==> config.mk <==
export PLATFORM = sky130hd
export DESIGN_NAME = utf8_stream_decoder
export DESIGN_NICKNAME = d
export VERILOG_FILES = /design/src/sv/u8sd_pkg.sv /design/src/sv/utf8_stream_decoder.sv /design/src/sv/u8sd_core.sv
export SDC_FILE = /design/constraint.sdc
export NUM_CORES = 1
export LEC_CHECK = 0
export BUFFER_PORTS_ARGS = -buffer_cell sky130_fd_sc_hd__buf_2
export CAP_MARGIN = 20
export CORE_UTILIZATION = 50
export CTS_BUF_LIST = sky130_fd_sc_hd__clkbuf_8
export DETAILED_ROUTE_END_ITERATION = 16
export PLACE_DENSITY = 0.76
export SYNTH_ARGS = -nofsm -noshare
export SYNTH_HDL_FRONTEND = slang
export SYNTH_SLANG_ARGS = --single-unit
export TNS_END_PERCENT = 30
==> constraint.sdc <==
create_clock -name clk -period 8.55 [get_ports clk]
set_input_delay 1.71 -clock clk [delete_from_list [all_inputs] [get_ports clk]]
set_output_delay 1.71 -clock clk [all_outputs]
set_load 0.01 [all_outputs]
==> src/sv/u8sd_pkg.sv <==
package u8sd_pkg;

  // result kinds on the output beat
  typedef enum logic [1:0] {
    KIND_CHAR  = 2'd0,
    KIND_END   = 2'd1,
    KIND_ERROR = 2'd2
  } kind_t;

  // error codes on the output beat
  typedef enum logic [2:0] {
    ERR_NONE     = 3'd0,
    ERR_SHORT    = 3'd1,
    ERR_STRAY    = 3'd2,
    ERR_LATE_BOM = 3'd3,
    ERR_EMPTY    = 3'd4
  } err_t;

  localparam int unsigned CP_W = 21;

  localparam logic [CP_W-1:0] BOM_CODE = 21'h00FEFF;

  // one decoded result
  typedef struct packed {
    logic [CP_W-1:0] code_point;
    kind_t           kind;
    err_t            err;
  } result_t;

  // decoder state carried between bytes
  typedef struct packed {
    logic [1:0]      pending_count;
    logic [CP_W-1:0] accumulator;
    logic            emitted_any;
    logic            failed;
    err_t            held_error;
  } dec_state_t;

endpackage

==> src/sv/utf8_stream_decoder.sv <==
// an accepted byte's result is registered in the output register, or in the skid stage while the output is held
// throughput: one byte per clock, limited only by downstream stall
// an output register plus one skid stage keep input accept off out_stall
// reset (rst, synchronous): decoder state, output and skid valids cleared
module utf8_stream_decoder (
  input  logic        clk,
  input  logic        rst,
  input  logic        in_valid,
  output logic        in_stall,
  input  logic [7:0]  data_byte,
  input  logic        end_of_stream,
  output logic        out_valid,
  input  logic        out_stall,
  output logic [20:0] code_point,
  output logic [1:0]  result_kind,
  output logic [2:0]  error_code
);

  logic               accept;
  logic               res_valid;
  u8sd_pkg::result_t  res;
  u8sd_pkg::result_t  out_res;
  u8sd_pkg::result_t  skid_res;
  logic               skid_valid;

  // input beat taken whenever the skid stage is free
  assign in_stall = skid_valid;
  assign accept   = in_valid && !skid_valid;

  u8sd_core u_core (
    .clk           (clk),
    .rst           (rst),
    .accept        (accept),
    .data_byte     (data_byte),
    .end_of_stream (end_of_stream),
    .res_valid     (res_valid),
    .res           (res)
  );

  // output register with skid stage
  always_ff @(posedge clk) begin
    if (rst) begin
      out_valid  <= 1'b0;
      skid_valid <= 1'b0;
    end else if (out_valid && out_stall) begin
      if (res_valid) begin
        skid_valid <= 1'b1;
      end
    end else begin
      out_valid  <= skid_valid || res_valid;
      skid_valid <= 1'b0;
    end
  end

  // payload registers
  always_ff @(posedge clk) begin
    if (out_valid && out_stall) begin
      if (res_valid) begin
        skid_res <= res;
      end
    end else begin
      out_res <= skid_valid ? skid_res : res;
    end
  end

  assign code_point  = out_res.code_point;
  assign result_kind = out_res.kind;
  assign error_code  = out_res.err;

`ifndef NO_ASSERTIONS
  // skid stage only fills behind a held output
  a_skid_behind_out: assert property (@(posedge clk) disable iff (rst)
    skid_valid |-> out_valid)
    else $error("skid valid without output valid");

  // character beats carry no error code
  a_char_no_err: assert property (@(posedge clk) disable iff (rst)
    out_valid && result_kind == u8sd_pkg::KIND_CHAR |-> error_code == u8sd_pkg::ERR_NONE)
    else $error("character with error code");

  // non-character beats carry a zero code point
  a_ctrl_zero_cp: assert property (@(posedge clk) disable iff (rst)
    out_valid && result_kind != u8sd_pkg::KIND_CHAR |-> code_point == '0)
    else $error("code point on control beat");
`endif

endmodule

==> src/sv/u8sd_core.sv <==
module u8sd_core (
  input  logic               clk,
  input  logic               rst,
  input  logic               accept,
  input  logic [7:0]         data_byte,
  input  logic               end_of_stream,
  output logic               res_valid,
  output u8sd_pkg::result_t  res
);

  u8sd_pkg::dec_state_t state;
  u8sd_pkg::dec_state_t state_next;

  logic [u8sd_pkg::CP_W-1:0] acc_shifted;
  logic [1:0]                pend_dec;

  // continuation byte shifts six payload bits in
  assign acc_shifted = {state.accumulator[u8sd_pkg::CP_W-7:0], data_byte[5:0]};
  assign pend_dec    = state.pending_count - 2'd1;

  // decode one beat
  always_comb begin
    state_next     = state;
    res_valid      = 1'b0;
    res.code_point = '0;
    res.kind       = u8sd_pkg::KIND_CHAR;
    res.err        = u8sd_pkg::ERR_NONE;
    if (accept) begin
      if (end_of_stream) begin
        // end marker reports and clears everything
        res_valid = 1'b1;
        if (state.failed) begin
          res.kind = u8sd_pkg::KIND_ERROR;
          res.err  = state.held_error;
        end else if (state.pending_count != 2'd0) begin
          res.kind = u8sd_pkg::KIND_ERROR;
          res.err  = u8sd_pkg::ERR_SHORT;
        end else if (!state.emitted_any) begin
          res.kind = u8sd_pkg::KIND_ERROR;
          res.err  = u8sd_pkg::ERR_EMPTY;
        end else begin
          res.kind = u8sd_pkg::KIND_END;
        end
        state_next = '0;
      end else if (!state.failed) begin
        if (!data_byte[7]) begin
          // ascii
          if (state.pending_count != 2'd0) begin
            res_valid             = 1'b1;
            res.kind              = u8sd_pkg::KIND_ERROR;
            res.err               = u8sd_pkg::ERR_SHORT;
            state_next.failed     = 1'b1;
            state_next.held_error = u8sd_pkg::ERR_SHORT;
          end else if (data_byte != 8'h00) begin
            res_valid              = 1'b1;
            res.code_point         = {13'd0, data_byte};
            state_next.emitted_any = 1'b1;
          end
        end else if (data_byte[7:6] == 2'b10) begin
          // continuation
          if (state.pending_count == 2'd0) begin
            res_valid             = 1'b1;
            res.kind              = u8sd_pkg::KIND_ERROR;
            res.err               = u8sd_pkg::ERR_STRAY;
            state_next.failed     = 1'b1;
            state_next.held_error = u8sd_pkg::ERR_STRAY;
          end else begin
            state_next.pending_count = pend_dec;
            state_next.accumulator   = acc_shifted;
            if (pend_dec == 2'd0) begin
              if (acc_shifted == u8sd_pkg::BOM_CODE) begin
                // leading bom dropped, later bom is an error
                if (state.emitted_any) begin
                  res_valid             = 1'b1;
                  res.kind              = u8sd_pkg::KIND_ERROR;
                  res.err               = u8sd_pkg::ERR_LATE_BOM;
                  state_next.failed     = 1'b1;
                  state_next.held_error = u8sd_pkg::ERR_LATE_BOM;
                end
              end else begin
                res_valid              = 1'b1;
                res.code_point         = acc_shifted;
                state_next.emitted_any = 1'b1;
              end
            end
          end
        end else if (data_byte[7:5] == 3'b110) begin
          state_next.pending_count = 2'd1;
          state_next.accumulator   = {16'd0, data_byte[4:0]};
        end else if (data_byte[7:4] == 4'b1110) begin
          state_next.pending_count = 2'd2;
          state_next.accumulator   = {17'd0, data_byte[3:0]};
        end else if (data_byte[7:3] == 5'b11110) begin
          state_next.pending_count = 2'd3;
          state_next.accumulator   = {18'd0, data_byte[2:0]};
        end
      end
    end
  end

  // state register
  always_ff @(posedge clk) begin
    if (rst) begin
      state <= '0;
    end else begin
      state <= state_next;
    end
  end

`ifndef NO_ASSERTIONS
  // end marker leaves the decoder in its reset state
  a_end_clears: assert property (@(posedge clk) disable iff (rst)
    accept && end_of_stream |=> state == '0)
    else $error("state not cleared after end marker");

  // a failed stream stays silent until the end marker
  a_failed_silent: assert property (@(posedge clk) disable iff (rst)
    state.failed && accept && !end_of_stream |-> !res_valid)
    else $error("result after sticky error");

  // an error result always sets the sticky flag unless it ends the stream
  a_err_sticky: assert property (@(posedge clk) disable iff (rst)
    res_valid && res.kind == u8sd_pkg::KIND_ERROR && !end_of_stream |=> state.failed)
    else $error("error not held");
`endif

endmodule

==> results of run 1 <==
[synthesized netlist by cell type (3+ instances only)]
cell      number  area (um^2)
edfxtp_1      52         1560
dfxtp_1       23          460
a22o_1        22          193
and2_1        22          138
a21o_1        19          143
nand2_1       18         67.6
a21oi_1        9         45.0
clkbuf_1       9         33.8
nor2_1         9         33.8
inv_1          8         30.0
nand3_1        7         35.0
o21ai_0        7         35.0
a31oi_1        5         31.3
nand2b_1       5         31.3
nand4_1        4         25.0
nand4b_1       4         35.0
a32o_1         3         30.0
buf_2          3         15.0
nor4_1         3         18.8
[power groups by stage]
stage	clock, mW	sequential, mW	combinational [mW]
after floorplan	0	0.423	0.0318
after global placement	0	0.419	0.0589
after detailed placement	0	0.420	0.0612
after CTS	0.267	0.411	0.0615
after global routing	0.282	0.413	0.0675
final	0.265	0.411	0.0613
[flip-flops by register name, indices dropped and copies added, names as in the netlist]
signal	cells
error_code	3
skid_res	26
out_valid	1
u_core.state	6
in_stall	1
result_kind	2
code_point	21
u_core.acc_shifted	15
[how the worst max path moves through the flow]
stage / from / to / slack [ns] / cells past startpoint
after floorplan: data_byte[5] / skid_res[0] / 4.40 / 6
after global placement: end_of_stream / code_point[11] / 4.90 / 6
after detailed placement: end_of_stream / code_point[15] / 4.86 / 6
after CTS: in_stall / in_stall / 5.14 / 1
after global routing: data_byte[5] / error_code[1] / 5.05 / 6
final: in_stall / in_stall / 5.16 / 1
[cells by family (layout without fill, tap and decap cells)]
group	after synthesis	in the layout	synth area share, %
and+or+nand+nor	87	87	16.3
AOI/OAI and AO/OA	79	79	18.3
DFF	75	75	61.7
buffers and inverters	21	67	2.64
adders and majority gates	2	2	0.764
muxes	1	1	0.306
[per-stage QoR]
stage               setup slack (ns)  std cells  util (%)  instance area [um^2]  total power, mW
finish                          5.16        388      58.9                  3740            0.738
CTS                             5.14        388      58.9                  3740            0.740
detailed placement              4.86        372      55.8                  3550            0.481
global placement                4.90        371      55.7                  3530            0.478
global route                    5.05        388      58.9                  3740            0.762
floorplan                       4.40        265         -                  3280            0.455
[metal layers]
| layer | share of wire, % | vias up | global-route usage (%) | wire length, um |
|---|---|---|---|---|
| li1 | - | 1104 | - | - |
| met1 | 48 | 1099 | 31.2 | 3330 |
| met2 | 45 | 75 | 32.2 | 3150 |
| met3 | 4.7 | 15 | 3.38 | 324 |
| met4 | 2.3 | 0 | 10.8 | 161 |
| met5 | 0 | - | 0 | 0 |
[area by class of cell]
class	instances	area, um^2	share of cell area [%]
clock buffers	9	124	3.31
multi-input cells	169	1170	31.3
clock inverters	7	70.1	1.87
well taps	77	96.3	2.58
repair buffers	43	226	6.06
inverters	8	30.0	0.803
flip-flops and latches	75	2020	54.1
==> results.ini, run 1 <==
[finish]
area.growth.synth_to_final_pct = 14.2
layout_commonest_cell = edfxtp_1
post_layout_net_count = 321
most-common-layout-cells = edfxtp_1 (52), buf_2 (40), dfxtp_1 (23), and2_1 (22), a22o_1 (22)
fillers = 517
n_antenna_cell = 0
share_of_final_layout_standard_cells_stronger_than_drive_strength_1_pct = 22.2

[yosys]
ys_seq_area_share_pct = 61.7
synth_nets = 280
ys_seq_elements = 75
postSynth.asyncResetShare_pct = 0
synth_flop_cell = edfxtp_1
yosysWarnings = 0
synth_enable_flop_cells = 52
synth.cell_area_um2 = 3280
number_of_instances_in_the_synthesized_netlist = 265
avgSynthCellArea_um2 = 12.4
netlist-cell-type-count = 45

[place]
place_congestion = 0.910
buffer_ports.inserted = 40
dpl.hpwl_um = 4690

[sta]
finalCritPeriodShare_pct = 39.6
fmax_ghz = 0.295
worst-slew-pin-transition_ns = 1.07
setup_repair_after_global_routing_missed_its_margin = no
final-max-slew-violation-count = 0
setup_viol_count_final = 0
fin_worst_hold_slack_ns = 0.498
fin_skew_ns = 0.0196
hold_violations = 0
timing.setup.tns_ns = 0
post_layout_minimum_cycle_time_ns = 3.39
slew-limit-headroom_pct = 28.5

[worst_setup_path]
worst-endpoint-required_ns = 6.84
worst_path_buf_inv = 1
timing.critical_path.to_type = output pin
cp_cell_sequence = buf_2
crit_family = flip-flops
rr_worst_depth = 5
maximum_cell_stage_delay_along_the_critical_path_ns = 1.04
crit_type = reg2out
timing.critical_path.slowest_stage_cell = dfxtp_1
timing.rr.start = in_stall
critical_path.reg2reg.endpoint = code_point[15]
regToRegSetupSlack_ns = 5.99
cp_max_fo = 31
critical_path_arrival_ns = 1.68
critical_path.startpoint_type = flop

[pwr]
p_switching_mw = 0.199
p_seq_share_pct = 55.8
power.clock.fraction_pct = 35.9
p_int_mw = 0.538
cellPowerDensity_nw_per_um2 = 197
worst_ir_drop_on_vdd_uv = 127
switching_share_pct = 27.0
p_leak_nw = 1.57
pwr-share-comb_pct = 8.3

[die]
die_area_um2 = 6880
die_width_um = 82.9
core_area_um2 = 6350
initial_core_util_pct = 51.6
fp-row-count = 29
die-height_um = 82.9
io-pin-count = 41

[detailed_routing]
drt-pass1-iter-count = 4
route.vias.total = 2293
postRouteAntennaNets = 0
drt_first_iter_violations = 152
post-route-drc-count = 0
vias_per_cell = 5.91
routedWlPerCell_um = 17.9
routed_wl_um = 6960

[grt]
grt_first_pass_wirelength_um = 11500
grt_max_degree = 32
grt_overflow = 0
globalRouteTotalUtil_pct = 21.7
first_global_vias = 2225
number_of_antenna_violations_at_the_first_check_in_global_routing = 0

[run]
max_cap_violations = 0

[cts]
cts_sinks = 75
h-tree-depth = 3
tritoncts = done
cts_inserted_buffers = 9
cts_root_buffer = clkbuf_8
clock_insertion_delay_worst_skew_ns = 0.37
cts_post_setup_buffers_inserted = 0
clk_path_buf_depth = 2
post_cts_resized = 0
clk_transition_reported_paths_ns = 0.09
cts_hold_repair.buffers = 0

[min_path]
worst_hold_path_stage_count = 1
worstHoldStart = u_core.state[27]
hold_class = reg2reg
hold_end = u_core.state[27]

[run_status]
outcome = completed

Note: power is estimated with default switching activity, not from simulation.
==> run 2: changes to the inputs <==
--- a/config.mk
+++ b/config.mk
@@ -5,12 +5,13 @@
 export SDC_FILE = /design/constraint.sdc
 export NUM_CORES = 1
 export LEC_CHECK = 0
+export ABC_AREA = 1
 export BUFFER_PORTS_ARGS = -buffer_cell sky130_fd_sc_hd__buf_2
 export CAP_MARGIN = 20
 export CORE_UTILIZATION = 50
 export CTS_BUF_LIST = sky130_fd_sc_hd__clkbuf_8
 export DETAILED_ROUTE_END_ITERATION = 16
-export PLACE_DENSITY = 0.76
+export PLACE_DENSITY = 0.79
 export SYNTH_ARGS = -nofsm -noshare
 export SYNTH_HDL_FRONTEND = slang
 export SYNTH_SLANG_ARGS = --single-unit
==> constraint.sdc (replaced) <==
create_clock -name clk -period 2.7 [get_ports clk]
set_input_delay 0.54 -clock clk [delete_from_list [all_inputs] [get_ports clk]]
set_output_delay 0.54 -clock clk [all_outputs]
set_load 0.01 [all_outputs]
==> run 2 against run 1 <==
  * Area after synthesis is 6.3% higher
  * Flip-flop and latch count stayed put
  * Cell count is 31% higher
  * Clock-buffer cell count stayed put
  * Critical endpoint is now skid_res[22]
  * Die area is 6.1% higher
  * Core utilization is 0.25 points lower
  * Sequential power grew to 3.3 times the previous value
  * Wire length is 2.2% higher
  * Via count is 18% higher
  * Hold slack worse by 0.0044 ns
==> results.ini, run 2 <==
[yosys]
yosys.cell_count.top_type = nand2_1
synth_nets = 395
synth_enable_flop_cells = 52
netlist-cell-type-count = 33
synthDominantAreaCellType = edfxtp_1
netlist.area_leader.share_pct = 44.8
avgSynthCellArea_um2 = 9.16
ys_top_cells_by_area = edfxtp_1 (45%), dfxtp_1 (13%), nand2_1 (10%), nor2_1 (6.0%), o21ai_0 (3.9%)
synth-adder-area-share_pct = 0.719
share_of_cell_area_taken_by_muxes_after_synthesis_pct = 0
synth_flop_cell = edfxtp_1
ys_seq_elements = 75
main_combinational_cell_family_by_area_after_synthesis = simple AND/OR/NAND/NOR gates
yosysWarnings = 0
synth.cell_area_um2 = 3480
synth_commonest_cells = nand2_1 (93), nor2_1 (56), edfxtp_1 (52), inv_1 (34), o21ai_0 (27)
number_of_instances_in_the_synthesized_netlist = 380
synth_compound_area_share_pct = 9.74
ys_seq_area_share_pct = 58.1
synthXorXnorAreaFrac_pct = 0
synth_simple_gate_area_share_pct = 24.1
postSynth.asyncResetShare_pct = 0

[sta]
final-max-slew-violation-count = 0
worst-slew-pin-transition_ns = 0.553
timing.setup.tns_ns = 0
setup_repair_after_global_routing_missed_its_margin = no
post_layout_minimum_cycle_time_ns = 2.15
finalCritPeriodShare_pct = 79.5
hold_violations = 0
setup_viol_count_final = 0
fmax_ghz = 0.466
fin_skew_ns = 0.0116
slew-limit-headroom_pct = 63.0

[finish]
area.growth.synth_to_final_pct = 13.8
largest_register = skid_res
post_layout_net_count = 437
ff_latch_area_um2 = 2020
layout_commonest_cell = nand2_1
n_antenna_cell = 0
largest_register_ff_count = 26
share_of_final_layout_standard_cells_stronger_than_drive_strength_1_pct = 20.1
final_core_util_pct = 58.6
most-common-layout-cells = nand2_1 (93), nor2_1 (56), edfxtp_1 (52), buf_2 (40), inv_1 (36)
fillers = 594
multiInputGateArea_um2 = 1210

[cts]
cts_root_buffer = clkbuf_8
tritoncts = done
h-tree-depth = 3
cts_hold_repair.buffers = 0
clk_transition_reported_paths_ns = 0.08
post_cts_resized = 0
cts_sinks = 75
cts_inserted_buffers = 9
clock_insertion_delay_worst_skew_ns = 0.34
cts_post_setup_buffers_inserted = 0
clk_path_buf_depth = 2

[detailed_routing]
drt-pass1-iter-count = 5
drt_first_iter_violations = 177
vias_per_cell = 5.35
post-route-drc-count = 0
postRouteAntennaNets = 0
routedWlPerCell_um = 14.0
routed_wl_um = 7110
route.vias.total = 2712

[grt]
grt_max_degree = 28
globalRouteTotalUtil_pct = 21.7
grt_overflow = 0
first_global_vias = 2535
grt_first_pass_wirelength_um = 12200
number_of_antenna_violations_at_the_first_check_in_global_routing = 0

[pwr]
cellPowerDensity_nw_per_um2 = 669
p_leak_nw = 1.70
total_power_mw = 2.65
worst_ir_drop_on_vdd_uv = 256

[run]
max_cap_violations = 0

[min_path]
worstHoldStart = u_core.acc_shifted[20]
worst_hold_path_stage_count = 2
hold_class = reg2reg
hold_end = u_core.acc_shifted[20]

[worst_setup_path]
timing.critical_path.to_type = flop
crit_top_cell = inv_1
rr_worst_depth = 10
crit_type = reg2reg
timing.critical_path.slowest_stage_cell = dfxtp_1
regToRegSetupSlack_ns = 0.55
timing.rr.start = u_core.state[26]
maximum_cell_stage_delay_along_the_critical_path_ns = 0.38
critical_path_arrival_ns = 2.17
cp_max_fo = 18
critical_path.startpoint_type = flop
worst-endpoint-required_ns = 2.73
cp_cell_sequence = inv_1, ha_1, inv_1, nor2_1, inv_1, nor3_1, nor3_1, nand2_1, a21oi_2, buf_4
critical_path.reg2reg.endpoint = skid_res[22]

[place]
buffer_ports.inserted = 40
dpl.hpwl_um = 5200
place_congestion = 0.954

[die]
core_area_um2 = 6760
fp-row-count = 30
die-height_um = 85.5
die_area_um2 = 7300
initial_core_util_pct = 51.5
die_width_um = 85.5
io-pin-count = 41

[run_status]
outcome = completed

run 2: cell families after synthesis:
logic type      count (synthesis)
compound gates                 55
fa+ha+maj                       2
buf+inv                        55
flops                          75
simple gates                  193
run 2: report_power, final:
group | internal, mW | total (mW) | switching, mW
Combinational | 0.0975 | 0.303 | 0.206
Sequential | 1.31 | 1.34 | 0.0288
Clock | 0.608 | 1.01 | 0.404
Total | 2.01 | 2.65 | 0.639
run 2: per-stage QoR:
step | worst slack, ns | hold slack [ns] | instances | area, um^2
final | 0.553 | 0.494 | 507 | 3960
after global routing | 0.365 | 0.514 | 507 | 3960
after CTS | 0.587 | 0.495 | 507 | 3960
after detailed placement | 0.604 | 0.480 | 491 | 3730
after global placement | 0.691 | 0.465 | 491 | 3730
after floorplan | 0.278 | 0.451 | 380 | 3490
run 2: layout make-up:
| type | count | share of cell area [%] |
|---|---|---|
| sequential | 75 | 51.0 |
| multi-input combinational | 250 | 30.4 |
| timing repair buffer | 46 | 6.19 |
| inverter | 40 | 3.88 |
| clock buffer | 9 | 3.13 |
| clock inverter | 7 | 2.81 |
| tap | 80 | 2.53 |
run 2: worst max path at each step:
stage	depth (start not counted)	end	from	slack, ns
after floorplan	10	skid_res[0]	u_core.state[26]	0.28
after global placement	11	code_point[13]	data_byte[3]	0.69
after detailed placement	10	skid_res[23]	u_core.state[26]	0.60
after CTS	10	skid_res[22]	u_core.state[26]	0.59
after global routing	10	skid_res[22]	u_core.state[26]	0.37
final	10	skid_res[22]	u_core.state[26]	0.55
run 2: per-layer routing:
layer | wire length, um | share of wire, % | track usage [%] | vias to the layer above
met5 | 0 | 0 | 0 | -
met4 | 102 | 1.4 | 6.82 | 0
met3 | 399 | 5.6 | 4.47 | 12
met2 | 3270 | 46 | 33.5 | 102
met1 | 3340 | 47 | 30.8 | 1262
li1 | - | - | - | 1336
run 2: worst max-delay path, delay by kind of cell (launching register included):
family          cells  cell delay (ns)
compound gates      1             0.15
fa+ha+maj           1             0.30
buf+inv             4             0.59
flops               1             0.38
simple gates        4             0.40
==> run 3: changes to the inputs <==
==> constraint.sdc (replaced) <==
create_clock -name clk -period 1.75 [get_ports clk]
set_input_delay 0.35 -clock clk [delete_from_list [all_inputs] [get_ports clk]]
set_output_delay 0.35 -clock clk [all_outputs]
set_load 0.01 [all_outputs]
==> run 3 against run 2 <==
  * Cell count grew 4.3%
  * Die area stayed put
  * Clock-buffer cell count is the same
  * Critical path depth is the same
  * Critical endpoint unchanged
  * Largest power group unchanged
==> results.ini, run 3 (synthesis gave the netlist of run 2 again) <==
[detailed_routing]
drt-pass1-iter-count = 4
drt_first_iter_violations = 212
routed_wl_um = 7480
met2WireLength_um = 3460
detailed_routing_wirelength_on_met1_um = 3440
post-route-drc-count = 0
postRouteAntennaNets = 0
met3WireLength_um = 491
vias_per_cell = 5.27
routedWlPerCell_um = 14.1
route.top_layer_used = met4
route.vias.total = 2786

[cts]
tritoncts = done
clock_insertion_delay_worst_skew_ns = 0.36
cts_sinks = 75
h-tree-depth = 3
cts_root_buffer = clkbuf_8
clk_path_buf_depth = 2
clk_transition_reported_paths_ns = 0.08
cts_inserted_buffers = 9

[finish]
largest_register_ff_count = 26
ff_latch_area_um2 = 2030
multiInputGateArea_um2 = 1250
post_layout_net_count = 459
share_of_final_layout_standard_cells_stronger_than_drive_strength_1_pct = 28.1
n_antenna_cell = 0
fillers = 551
largest_register = skid_res
layout_commonest_cell = nand2_1
area.growth.synth_to_final_pct = 20.1
most-common-layout-cells = nand2_1 (92), nor2_1 (53), edfxtp_1 (52), buf_2 (40), inv_1 (31)

[sta]
worst-slew-pin-transition_ns = 0.412
hold_violations = 0
fin_skew_ns = 0.0111
setup_viol_count_final = 0
final-max-slew-violation-count = 0
fmax_ghz = 0.585
post_layout_minimum_cycle_time_ns = 1.71
setup_ws_ns = 0.0397
slew-limit-headroom_pct = 72.5
finalCritPeriodShare_pct = 97.7
setup_repair_after_global_routing_missed_its_margin = yes
timing.setup.tns_ns = 0

[place]
buffer_ports.inserted = 40
dpl_worst_slack_ns = -0.00113
place_congestion = 0.955
dpl.hpwl_um = 5460

[grt]
first_global_vias = 2597
grt_overflow = 0
number_of_antenna_violations_at_the_first_check_in_global_routing = 0
grt_max_degree = 28
globalRouteTotalUtil_pct = 22.0
grt_first_pass_wirelength_um = 12300

[pwr]
cellPowerDensity_nw_per_um2 = 955
p_leak_nw = 1.79
worst_ir_drop_on_vdd_uv = 407

[die]
die_width_um = 85.5
fp-row-count = 30
die_area_um2 = 7300
io-pin-count = 41
die-height_um = 85.5
initial_core_util_pct = 51.5
core_area_um2 = 6760

[run_status]
outcome = completed

[worst_setup_path]
cp_max_fo = 19
crit_type = reg2reg
timing.critical_path.to_type = flop
critical_path_arrival_ns = 1.78
critical_path.startpoint_type = flop
worst-endpoint-required_ns = 1.82

[min_path]
hold_class = in2reg

[run]
max_cap_violations = 0

run 3: cell count changes in the layout (fill, tap and decap cells not counted), sizes merged:
cell,before,now
buf,46,68
bufinv,3,1
clkinv,5,7
run 3: layer usage:
layer | up-vias | track usage (%)
met3 | 9 | 5.35
met5 | - | 0
li1 | 1383 | -
met2 | 105 | 33.9
met4 | 0 | 7.58
met1 | 1289 | 30.6
run 3: per-stage QoR:
stage	util [%]	power [mW]	instances	hold WS, ns	area, um^2
after floorplan	-	2.43	380	0.451	3510
after global placement	58.1	2.62	512	0.473	3920
after detailed placement	58.1	2.64	512	0.478	3920
after CTS	61.3	3.99	529	0.301	4140
after global routing	61.9	4.16	529	0.310	4180
final	61.9	3.99	529	0.310	4180
run 3: layout make-up:
cell class              instances  area share (%)
clock inverters                 7            2.03
flip-flops and latches         75            48.5
well taps                      80            2.39
multi-input cells             250            29.9
clock buffers                   9            2.96
repair buffers                 68            10.5
inverters                      40            3.74
run 3: worst paths after layout:
path / startpoint / to / slack (ns) / depth (start not counted)
max: u_core.state[26] / skid_res[22] / 0.04 / 10
min: rst / u_core.acc_shifted[15] / 0.31 / 2
max reg2reg: u_core.state[26] / skid_res[22] / 0.04 / 10
min reg2reg: u_core.state[1] / u_core.state[1] / 0.49 / 2
run 3: critical path, stage by stage, from the launching register on:
cell and delay [ns]:
dfxtp_2 0.34, inv_2 0.04, ha_4 0.17, inv_4 0.05, nor2_2 0.03, inv_1 0.08
nor3_2 0.05, nor3_1 0.13, nand2_1 0.13, a21oi_4 0.21, buf_12 0.18
run 3: timing repair:
| item | CTS | global route |
|---|---|---|
| hold buffers | 0 | 0 |
| setup buffers | 1 | 0 |
| pin swaps | 1 | 1 |
| resized for setup | 0 | 14 |
| gates cloned | 0 | 0 |
| endpoints found under the setup margin | 26 | 60 |
run 3: where the power goes:
part / switching, mW / leakage, nW / total, mW / internal (mW)
Combinational: 0.348 / 0.983 / 0.561 / 0.213
Clock: 0.694 / 0.106 / 1.38 / 0.682
Sequential: 0.0388 / 0.703 / 2.06 / 2.02
Total: 1.08 / 1.79 / 3.99 / 2.91
